$ cat config.mk
export PLATFORM = sky130hd
export DESIGN_NAME = fixed_length_code_unpacker_top
export DESIGN_NICKNAME = d
export VERILOG_FILES = /design/src/design/fluc_pkg.sv /design/src/design/fluc_front.sv /design/src/design/fluc_queue.sv /design/src/design/fluc_back.sv /design/src/design/fixed_length_code_unpacker_top.sv
export SDC_FILE = /design/constraint.sdc
export NUM_CORES = 2
export LEC_CHECK = 0
export BUFFER_PORTS_ARGS = -buffer_cell sky130_fd_sc_hd__buf_2
export CELL_PAD_IN_SITES_DETAIL_PLACEMENT = 1
export CELL_PAD_IN_SITES_GLOBAL_PLACEMENT = 1
export CORE_ASPECT_RATIO = 1.2
export CORE_UTILIZATION = 49
export DETAILED_ROUTE_END_ITERATION = 16
export PLACE_DENSITY_LB_ADDON = 0.2
export RECOVER_POWER = 50
export SLEW_MARGIN = 20
export SYNTH_ARGS = -nofsm -noshare
export SYNTH_HDL_FRONTEND = slang
export SYNTH_SLANG_ARGS = --single-unit
$ cat constraint.sdc
create_clock -name clock -period 5 [get_ports clock]
set_input_delay 0.75 -clock clock [delete_from_list [all_inputs] [get_ports clock]]
set_output_delay 0.75 -clock clock [all_outputs]
set_load 0.02 [all_outputs]
$ cat src/design/fluc_pkg.sv
// ----------------------------------------------------------------------------
// fluc_pkg: shared types and constants of the fixed-length code unpacker
// Word formats, default sizes and the entry carried from front to back.
// ----------------------------------------------------------------------------
package fluc_pkg;

   localparam int DICT_DEPTH_DEF    = 256;
   localparam int MAX_CODE_BITS_DEF = 8;

   localparam int BYTE_W  = 8;   // compressed byte
   localparam int SYM_W   = 8;   // symbol
   localparam int IDX_W   = 8;   // dictionary index field
   localparam int CNT_W   = 4;   // bit count 0..8
   localparam int CSR_W   = 4;   // code_length register
   localparam int Q_DEPTH = 2;

   localparam logic [CSR_W-1:0]  CODE_LEN_RESET = 4'd8;
   localparam logic [CNT_W-1:0]  BYTE_BITS      = 4'd8;
   localparam logic [BYTE_W-1:0] HDR_CLEAR      = 8'hf8;

   // req_type codes
   localparam logic REQ_LOAD = 1'b0;
   localparam logic REQ_DATA = 1'b1;

   typedef struct packed {
      logic              is_load;
      logic [IDX_W-1:0]  index;
      logic [SYM_W-1:0]  symbol;
      logic [BYTE_W-1:0] data;
      logic [CNT_W-1:0]  nbits;
      logic              last;
   } q_entry_type;

endpackage

$ cat src/design/fluc_front.sv
// ----------------------------------------------------------------------------
// fluc_front: input word classifier
// Strips the stream header, tracks the tail bit count and queues work.
// ----------------------------------------------------------------------------
module fluc_front (
   input  logic                          clock,
   input  logic                          reset,
   input  logic                          req_valid,
   output logic                          req_ready,
   input  logic                          req_type,
   input  logic [fluc_pkg::IDX_W-1:0]    req_dict_index,
   input  logic [fluc_pkg::SYM_W-1:0]    req_dict_symbol,
   input  logic [fluc_pkg::BYTE_W-1:0]   req_data_byte,
   input  logic                          req_is_last_byte,
   input  logic                          q_full,
   output logic                          q_push,
   output fluc_pkg::q_entry_type         q_entry
);

   logic                         first_ff, first_in;
   logic [fluc_pkg::CNT_W-1:0]   tail_ff, tail_in;
   logic [fluc_pkg::CNT_W-1:0]   tail_now;

   assign req_ready = !q_full;
   assign q_push    = req_valid && !q_full;

   always_comb begin
      // header of the first byte: zero means a full final byte
      if (first_ff) begin
         if (req_data_byte[2:0] == 3'd0) begin
            tail_now = fluc_pkg::BYTE_BITS;
         end else begin
            tail_now = {1'b0, req_data_byte[2:0]};
         end
      end else begin
         tail_now = tail_ff;
      end

      q_entry.is_load = (req_type == fluc_pkg::REQ_LOAD);
      q_entry.index   = req_dict_index;
      q_entry.symbol  = req_dict_symbol;
      q_entry.data    = first_ff ? (req_data_byte & fluc_pkg::HDR_CLEAR) : req_data_byte;
      q_entry.nbits   = req_is_last_byte ? tail_now : fluc_pkg::BYTE_BITS;
      q_entry.last    = req_is_last_byte;

      first_in = first_ff;
      tail_in  = tail_ff;
      if (q_push && (req_type == fluc_pkg::REQ_DATA)) begin
         first_in = req_is_last_byte;
         tail_in  = tail_now;
      end
   end

   always_ff @(posedge clock) begin
      if (reset) begin
         first_ff <= 1'b1;
         tail_ff  <= fluc_pkg::BYTE_BITS;
      end else begin
         first_ff <= first_in;
         tail_ff  <= tail_in;
      end
   end

endmodule

$ cat src/design/fluc_queue.sv
// ----------------------------------------------------------------------------
// fluc_queue: short work queue
// Two-entry FIFO between the classifier and the decode engine.
// ----------------------------------------------------------------------------
module fluc_queue (
   input  logic                  clock,
   input  logic                  reset,
   input  logic                  push,
   input  fluc_pkg::q_entry_type push_entry,
   output logic                  full,
   input  logic                  pop,
   output logic                  valid,
   output fluc_pkg::q_entry_type head
);

   localparam int PTR_W = (fluc_pkg::Q_DEPTH > 1) ? $clog2(fluc_pkg::Q_DEPTH) : 1;
   localparam int CNT_W = $clog2(fluc_pkg::Q_DEPTH + 1);

   fluc_pkg::q_entry_type entry_ff [fluc_pkg::Q_DEPTH];
   logic [PTR_W-1:0] wr_ptr_ff, wr_ptr_in;
   logic [PTR_W-1:0] rd_ptr_ff, rd_ptr_in;
   logic [CNT_W-1:0] count_ff, count_in;
   logic             do_push, do_pop;

   assign full    = (count_ff == CNT_W'(fluc_pkg::Q_DEPTH));
   assign valid   = (count_ff != '0);
   assign head    = entry_ff[rd_ptr_ff];
   assign do_push = push && !full;
   assign do_pop  = pop && valid;

   function automatic logic [PTR_W-1:0] ptr_next(input logic [PTR_W-1:0] p);
      logic [PTR_W-1:0] n;
      if (p == PTR_W'(fluc_pkg::Q_DEPTH - 1)) begin
         n = '0;
      end else begin
         n = p + PTR_W'(1);
      end
      return n;
   endfunction

   always_comb begin
      wr_ptr_in = do_push ? ptr_next(wr_ptr_ff) : wr_ptr_ff;
      rd_ptr_in = do_pop ? ptr_next(rd_ptr_ff) : rd_ptr_ff;
      count_in  = count_ff;
      if (do_push && !do_pop) begin
         count_in = count_ff + CNT_W'(1);
      end else if (do_pop && !do_push) begin
         count_in = count_ff - CNT_W'(1);
      end
   end

   always_ff @(posedge clock) begin
      if (reset) begin
         wr_ptr_ff <= '0;
         rd_ptr_ff <= '0;
         count_ff  <= '0;
      end else begin
         wr_ptr_ff <= wr_ptr_in;
         rd_ptr_ff <= rd_ptr_in;
         count_ff  <= count_in;
      end
   end

   always_ff @(posedge clock) begin
      if (do_push) begin
         entry_ff[wr_ptr_ff] <= push_entry;
      end
   end

endmodule

$ cat src/design/fluc_back.sv
// ----------------------------------------------------------------------------
// fluc_back: decode engine
// Dictionary memory, bit-serial code gathering, lookup and output register.
// ----------------------------------------------------------------------------
module fluc_back #(
   parameter int DICT_DEPTH    = fluc_pkg::DICT_DEPTH_DEF,
   parameter int MAX_CODE_BITS = fluc_pkg::MAX_CODE_BITS_DEF
) (
   input  logic                          clock,
   input  logic                          reset,
   input  logic                          csr_wr_en,
   input  logic [fluc_pkg::CSR_W-1:0]    csr_wr_data,
   input  logic                          q_valid,
   input  fluc_pkg::q_entry_type         q_head,
   output logic                          q_pop,
   output logic                          rsp_valid,
   input  logic                          rsp_ready,
   output logic [fluc_pkg::SYM_W-1:0]    rsp_symbol,
   output logic                          rsp_last_of_run
);

   localparam int AW = $clog2(DICT_DEPTH);
   localparam int CW = MAX_CODE_BITS;
   localparam int PW = $clog2(MAX_CODE_BITS + 1);
   localparam int WW = 16;

   typedef enum logic [1:0] {
      ST_IDLE  = 2'b01,
      ST_SHIFT = 2'b10
   } back_state_type;

   back_state_type state_ff, state_in;

   logic [fluc_pkg::CSR_W-1:0]  csr_len_ff;
   logic [PW-1:0]               len;

   logic [fluc_pkg::BYTE_W-1:0] shift_ff, shift_in;
   logic [fluc_pkg::CNT_W-1:0]  cnt_ff, cnt_in;
   logic                        last_ff, last_in;
   logic [CW-1:0]               code_ff, code_in;
   logic [PW-1:0]               pos_ff, pos_in;

   logic [CW-1:0]               code_eff, code_new;
   logic [PW-1:0]               pos_eff, pos_new;
   logic                        done_code, final_bit, sym_last, step_go, slot_free;
   logic [WW-1:0]               code_wide, idx_wide;

   logic                        lk_valid_ff, lk_valid_in;
   logic                        lk_last_ff, lk_oob_ff;
   logic                        lk_move;

   logic [fluc_pkg::SYM_W-1:0]  mem [DICT_DEPTH];
   logic [fluc_pkg::SYM_W-1:0]  mem_rd_ff;
   logic                        mem_we;

   logic                        rsp_valid_ff, rsp_valid_in;
   logic [fluc_pkg::SYM_W-1:0]  rsp_symbol_ff;
   logic                        rsp_last_ff;

   always_ff @(posedge clock) begin
      if (reset) begin
         csr_len_ff <= fluc_pkg::CODE_LEN_RESET;
      end else if (csr_wr_en) begin
         csr_len_ff <= csr_wr_data;
      end
   end

   // zero acts as one, oversize clamps to the widest code
   always_comb begin
      if (csr_len_ff == '0) begin
         len = PW'(1);
      end else if (csr_len_ff > fluc_pkg::CSR_W'(MAX_CODE_BITS)) begin
         len = PW'(MAX_CODE_BITS);
      end else begin
         len = PW'(csr_len_ff);
      end
   end

   // one bit step
   always_comb begin
      if (pos_ff >= len) begin
         pos_eff  = '0;
         code_eff = '0;
      end else begin
         pos_eff  = pos_ff;
         code_eff = code_ff;
      end
      code_new  = (code_eff & ~(CW'(1) << pos_eff)) | (CW'(shift_ff[0]) << pos_eff);
      pos_new   = pos_eff + PW'(1);
      done_code = (pos_new == len);
      final_bit = (cnt_ff == fluc_pkg::CNT_W'(1));
      sym_last  = ((cnt_ff - fluc_pkg::CNT_W'(1)) < fluc_pkg::CNT_W'(len));
      code_wide = WW'(code_new);
      idx_wide  = WW'(q_head.index);
   end

   assign lk_move   = lk_valid_ff && (!rsp_valid_ff || rsp_ready);
   assign slot_free = !lk_valid_ff || lk_move;
   assign step_go   = (state_ff == ST_SHIFT) && (!done_code || slot_free);
   assign q_pop     = (state_ff == ST_IDLE) && q_valid;
   assign mem_we    = q_pop && q_head.is_load && (idx_wide < WW'(DICT_DEPTH));

   always_comb begin
      state_in    = state_ff;
      shift_in    = shift_ff;
      cnt_in      = cnt_ff;
      last_in     = last_ff;
      code_in     = code_ff;
      pos_in      = pos_ff;
      lk_valid_in = lk_move ? 1'b0 : lk_valid_ff;
      case (state_ff)
         ST_IDLE: begin
            if (q_pop && !q_head.is_load) begin
               shift_in = q_head.data;
               cnt_in   = q_head.nbits;
               last_in  = q_head.last;
               state_in = ST_SHIFT;
            end
         end
         ST_SHIFT: begin
            if (step_go) begin
               shift_in = shift_ff >> 1;
               cnt_in   = cnt_ff - fluc_pkg::CNT_W'(1);
               if (done_code || (final_bit && last_ff)) begin
                  code_in = '0;
                  pos_in  = '0;
               end else begin
                  code_in = code_new;
                  pos_in  = pos_new;
               end
               if (done_code) begin
                  lk_valid_in = 1'b1;
               end
               if (final_bit) begin
                  state_in = ST_IDLE;
               end
            end
         end
         default: begin
            state_in = ST_IDLE;
         end
      endcase
   end

   always_ff @(posedge clock) begin
      if (reset) begin
         state_ff    <= ST_IDLE;
         cnt_ff      <= '0;
         last_ff     <= 1'b0;
         code_ff     <= '0;
         pos_ff      <= '0;
         lk_valid_ff <= 1'b0;
      end else begin
         state_ff    <= state_in;
         cnt_ff      <= cnt_in;
         last_ff     <= last_in;
         code_ff     <= code_in;
         pos_ff      <= pos_in;
         lk_valid_ff <= lk_valid_in;
      end
   end

   always_ff @(posedge clock) begin
      shift_ff <= shift_in;
      if (step_go && done_code) begin
         lk_last_ff <= sym_last;
         lk_oob_ff  <= (code_wide >= WW'(DICT_DEPTH));
      end
   end

   // dictionary: one write port for loads, one registered read for lookups
   always_ff @(posedge clock) begin
      if (mem_we) begin
         mem[idx_wide[AW-1:0]] <= q_head.symbol;
      end
      if (step_go && done_code) begin
         mem_rd_ff <= mem[code_wide[AW-1:0]];
      end
   end

   always_comb begin
      rsp_valid_in = rsp_valid_ff;
      if (lk_move) begin
         rsp_valid_in = 1'b1;
      end else if (rsp_ready) begin
         rsp_valid_in = 1'b0;
      end
   end

   always_ff @(posedge clock) begin
      if (reset) begin
         rsp_valid_ff <= 1'b0;
      end else begin
         rsp_valid_ff <= rsp_valid_in;
      end
   end

   always_ff @(posedge clock) begin
      if (lk_move) begin
         rsp_symbol_ff <= lk_oob_ff ? '0 : mem_rd_ff;
         rsp_last_ff   <= lk_last_ff;
      end
   end

   assign rsp_valid       = rsp_valid_ff;
   assign rsp_symbol      = rsp_symbol_ff;
   assign rsp_last_of_run = rsp_last_ff;

endmodule

$ cat src/design/fixed_length_code_unpacker_top.sv
// ----------------------------------------------------------------------------
// fixed_length_code_unpacker_top: fixed-length dictionary code unpacker
// Loads a symbol dictionary and decodes a packed stream of fixed-length codes.
// ----------------------------------------------------------------------------
// Usage:
//   req_*  : input words, valid/ready. req_type selects a dictionary load
//            (req_dict_index, req_dict_symbol) or one compressed byte
//            (req_data_byte, req_is_last_byte).
//   rsp_*  : one decoded symbol per word, valid/ready; rsp_last_of_run marks
//            the final symbol produced by one input byte.
//   csr_*  : code_length write, taken in the cycle csr_wr_en is high. Write it
//            only while the block is idle.
// Stream: the low three bits of a stream's first byte give the valid bit count
//   of its last byte (zero means eight); they are decoded as zero code bits.
// Throughput: the engine takes a load while idle and stays idle. A data byte
//   is dispatched, then the gather loop in fluc_back shifts one code bit per
//   cycle unless backpressure holds it; the next word waits for the last bit.
// Path: a symbol passes the queue, dispatch, gather loop, registered
//   dictionary lookup stage and output register.
// Backpressure: a two-word queue decouples the classifier from the engine and
//   a lookup stage plus output register decouple the engine from rsp_ready;
//   a stalled receiver holds the gather loop at a completed code once both are full.
// Reset: synchronous, active high. Queue and outputs empty, code_length = 8,
//   next byte is taken as a stream's first. Dictionary content is undefined.
// ----------------------------------------------------------------------------
module fixed_length_code_unpacker_top #(
   parameter int DICT_DEPTH    = fluc_pkg::DICT_DEPTH_DEF,
   parameter int MAX_CODE_BITS = fluc_pkg::MAX_CODE_BITS_DEF
) (
   input  logic                          clock,
   input  logic                          reset,
   input  logic                          req_valid,
   output logic                          req_ready,
   input  logic                          req_type,
   input  logic [fluc_pkg::IDX_W-1:0]    req_dict_index,
   input  logic [fluc_pkg::SYM_W-1:0]    req_dict_symbol,
   input  logic [fluc_pkg::BYTE_W-1:0]   req_data_byte,
   input  logic                          req_is_last_byte,
   output logic                          rsp_valid,
   input  logic                          rsp_ready,
   output logic [fluc_pkg::SYM_W-1:0]    rsp_symbol,
   output logic                          rsp_last_of_run,
   input  logic                          csr_wr_en,
   input  logic [fluc_pkg::CSR_W-1:0]    csr_wr_data
);

   // front -> queue
   logic                  q_full;
   logic                  q_push;
   fluc_pkg::q_entry_type q_entry;
   // queue -> back
   logic                  q_valid;
   logic                  q_pop;
   fluc_pkg::q_entry_type q_head;

   fluc_front u_front (
      .clock            (clock),
      .reset            (reset),
      .req_valid        (req_valid),
      .req_ready        (req_ready),
      .req_type         (req_type),
      .req_dict_index   (req_dict_index),
      .req_dict_symbol  (req_dict_symbol),
      .req_data_byte    (req_data_byte),
      .req_is_last_byte (req_is_last_byte),
      .q_full           (q_full),
      .q_push           (q_push),
      .q_entry          (q_entry)
   );

   fluc_queue u_queue (
      .clock      (clock),
      .reset      (reset),
      .push       (q_push),
      .push_entry (q_entry),
      .full       (q_full),
      .pop        (q_pop),
      .valid      (q_valid),
      .head       (q_head)
   );

   fluc_back #(
      .DICT_DEPTH    (DICT_DEPTH),
      .MAX_CODE_BITS (MAX_CODE_BITS)
   ) u_back (
      .clock           (clock),
      .reset           (reset),
      .csr_wr_en       (csr_wr_en),
      .csr_wr_data     (csr_wr_data),
      .q_valid         (q_valid),
      .q_head          (q_head),
      .q_pop           (q_pop),
      .rsp_valid       (rsp_valid),
      .rsp_ready       (rsp_ready),
      .rsp_symbol      (rsp_symbol),
      .rsp_last_of_run (rsp_last_of_run)
   );

endmodule

==> impl_results.rst <==
.. list-table::
   :header-rows: 1

   * - Metric
     - Value
   * - Status
     - complete, but fails checks
   * - Failing checks
     - capacitance limit, slew limit
   * - Yosys Warn Count
     - 0
   * - Number of global-route vias before repair
     - 56900
   * - Antenna violations before repair
     - 19
   * - Maximum number of pins on one net before global-route repair
     - about 140
   * - Routed wire length
     - around 300 mm
   * - Summed area of non-filler cells in the final layout
     - 0.1021 mm^2
   * - Commonest cells after routing, fill and taps aside
     - edfxtp_1 (2134), nand2_1 (944), buf_4 (544)
   * - Avg Vias per Cell
     - around 6.4
   * - Worst min path class
     - input pin to flop
   * - Worst setup path category
     - flop to flop
   * - Clock input transition at the sequential cells of the worst setup and hold paths
     - ~60 ps
   * - Startpoint of the lowest-slack hold path
     - req_data_byte[5]
   * - Final Hold Slack
     - about 60 ps
   * - Total Die Area
     - 0.1772 mm^2
   * - Synthesized instance count
     - between 5000 and 6000
   * - Number of detailed-routing iterations run before antenna repair
     - 5
   * - Element type at the critical path end
     - flop
   * - Worst-margin pin slew
     - slightly below 3000 ps
   * - Overall track demand over capacity in global routing
     - about a third
   * - Cell types occupying the most area after synthesis
     - edfxtp_1 (75%), nand2_1 (4.2%), mux4_2 (3.4%), mux2i_1 (3.4%), a21oi_1 (2.0%)
   * - Count of cells along the worst register-to-register path
     - 23
   * - Relative max-transition margin
     - -98.20%
   * - GRT busiest layer
     - met2
   * - Later-pin clock latency in the skew report
     - 880 ps
   * - I/O pin count
     - 46
   * - Final setup viols
     - 0
   * - Worst supply voltage drop on vdd
     - 0.001097 V
   * - Number of nets with antenna violations after detailed routing
     - 0
   * - Synthesis-to-layout area growth
     - 18.77%
   * - Post-synth top area cell
     - edfxtp_1
   * - Syn avg cell area
     - 15.49 um^2
   * - Number of instances in the placed design
     - between 8000 and 9000
   * - Launch point of the worst path
     - u_back.csr_len_ff[1]
   * - DRC marker count from the first detailed-route iteration
     - 7083
   * - Gr ovfl total
     - 0
   * - Period utilisation layout
     - between 90% and 100%
   * - Prevailing post-synth register cell
     - edfxtp_1
   * - Post-synthesis instance area
     - between 0.08 and 0.09 mm^2
   * - CORE AREA
     - 0.1745 mm^2
   * - Root Driver
     - clkbuf_16
   * - Met1 track demand over resource
     - around 43%
   * - # port buffers
     - between 40 and 50
   * - Clock Sinks
     - about 2200
   * - Fill cells
     - between 15000 and 20000
   * - Met2 GRT Util
     - between 50% and 60%
   * - Hold path depth
     - 1
   * - Horiz. Die Dim
     - approximately 380 um
   * - Clock buffers created by TritonCTS
     - approximately 210
   * - Estimated wirelength of the detail-placed design
     - ~200 mm
   * - Placed cell areas
     - about 0.094 mm^2
   * - Synth Register Bits
     - about 2200
   * - Max-slew violation count
     - 922
   * - Number of standard-cell rows in the floorplan
     - ~170
   * - Clock H-tree levels
     - 4
   * - Final cell count without fillers
     - between 8000 and 9000
   * - Remaining routing DRC violations
     - 0
   * - Data arrival, critical path
     - 5690 ps
   * - Top-area cell type share of the netlist area
     - roughly 75%
   * - Type of element launching the critical path
     - flop
   * - Synth unique cells
     - 76
   * - Max clock buf depth
     - 3
   * - Proportion of synthesized chip area in sequential cells
     - 75.35%
   * - Weighted congestion at the end of routability-driven global placement
     - roughly 0.92
   * - Ratio of cells with drive above 1 in the final layout
     - between 20% and 30%
   * - Post-synth net total
     - around 5600
   * - Min cycle time layout
     - around 5000 ps
   * - Commonest non-fill, non-tap cell in the layout
     - edfxtp_1
   * - Number of synthesized flops with an enable pin
     - 2134
   * - Share of synthesized flip-flops with an asynchronous set or reset
     - 0%
   * - Leakage power of the design
     - ~34 nW
   * - Global-route track usage on met3
     - 7.301%
   * - Starting density of the core
     - approximately 49%
   * - Nets
     - 6204
   * - Layout Utilization
     - around three fifths
   * - Crit path required time
     - around 5700 ps
   * - Post-DR wirelength/cell
     - ~35 um
   * - Worst reg2reg startpoint
     - u_back.csr_len_ff[1]
   * - Clock Skews
     - 29.46 ps
   * - Global-route wire length before repair
     - ~420 mm
   * - Routed vias
     - 55620
   * - Die H
     - around 460 um
   * - Max Freq
     - ~200 MHz
   * - Total chip power
     - around 46 mW
   * - Number of maximum-capacitance constraint violations
     - 12
   * - TritonCTS clock tree
     - yes
   * - Fin. Hold Viols
     - 0
   * - Total power density per cell area
     - around 450 mW/mm^2
   * - Max Fanout on Critical Path
     - 6
==> state kept, by name, indices dropped and copies added, names as in the netlist, 4 cells and up, named ones only <==
name	cells
u_queue.entry_ff	60
u_back.shift_ff	8
u_front.tail_ff	4
u_back.code_ff	8
u_back.cnt_ff	4
u_back.rsp_symbol	8
u_back.pos_ff	4
u_back.mem	2048
u_back.mem_rd_ff	8
u_back.csr_len_ff	4
==> cell families after synthesis <==
group / after synthesis / synth area share [%]
flops: 2169 / 75.35
compound gates: 885 / 6.814
mux: 479 / 7.563
buf+inv: 371 / 2.055
xor+xnor: 9 / 0.09169
fa+ha+maj: 16 / 0.2328
simple gates: 1621 / 7.896
==> area by class of cell <==
class	instances	area (um^2)	share of cell area, %
Inverter	23	86.33	0.08454
Multi-Input combinational cell	3011	20900	20.47
Timing Repair Buffer	739	6924	6.781
Antenna cell	9	22.52	0.02205
Sequential cell	2169	64780	63.44
Clock inverter	119	1055	1.033
Clock buffer	262	5472	5.358
Tap cell	2295	2872	2.812
==> power by group <==
group          total (mW)  switching [mW]  internal (mW)
clock                15.5            6.95           8.56
sequential           21.9           0.128           21.8
combinational        8.15            5.55           2.61
total                45.6            12.6           33.0
==> metal layers <==
metal | vias up | wire length (um)
met5 | - | 83
met4 | 12 | 18090
met3 | 796 | 30920
met2 | 3353 | 143500
met1 | 28760 | 108600
li1 | 22700 | -
==> path summary, 6_finish.rpt <==
kind | to | slack, ps
max | u_back.mem_rd_ff[1] | 20
min | u_queue.entry_ff[1][10] | 60
max reg2reg | u_back.mem_rd_ff[1] | 20
min reg2reg | u_back.rsp_last_of_run | 440
==> critical path, stage by stage (launching register included) <==
cell       delay, ps
dfxtp_1          310
nor2_1           100
nor2_1            50
nor2_1           150
ha_1             240
nand2b_1         160
and4_4           160
nor2_4           160
nand2_2          110
inv_1            100
ha_1             170
or3b_4           400
a22o_4           270
nor4_4           360
buf_4            180
nand3_1          130
buf_12           240
buf_4            200
a21oi_2          170
a2111oi_4         80
buf_4            150
o22ai_2          200
nand4_1          450
o211ai_1         260
==> cells in the mapped netlist (all sizes together), types with 14 or more instances <==
master   number
clkbuf      164
ha           16
o211ai       20
buf         184
dfxtp        35
o221ai       59
o22ai        98
a211oi       28
mux2         55
a22oi        18
a2111oi      72
edfxtp     2134
nand4        14
o32ai        16
a221oi       26
nand2       955
nor2        333
nor3         27
a21oi       336
and3         26
mux2i       293
mux4        131
inv          23
nor4         48
a31oi        49
nand3       163
o21ai        58
==> stage by stage <==
step	TNS, ps	setup WS [ps]
floorplan	0	216.9
global placement	-2605	-866.3
CTS	-9.980	-9.312
detailed placement	-3028	-508.2
global route	-78.25	-36.38
finish	0	20.91
==> repair_timing <==
| item | in CTS | in global routing |
|---|---|---|
| setup buffers | 11 | 18 |
| setup endpoints to repair | 8 | 8 |
| pin swaps | 9 | 42 |
| resized for setup | 104 | 168 |
| gates cloned | 4 | 5 |
| hold buffers | 0 | 0 |
Note: power is estimated with default switching activity, not from simulation.
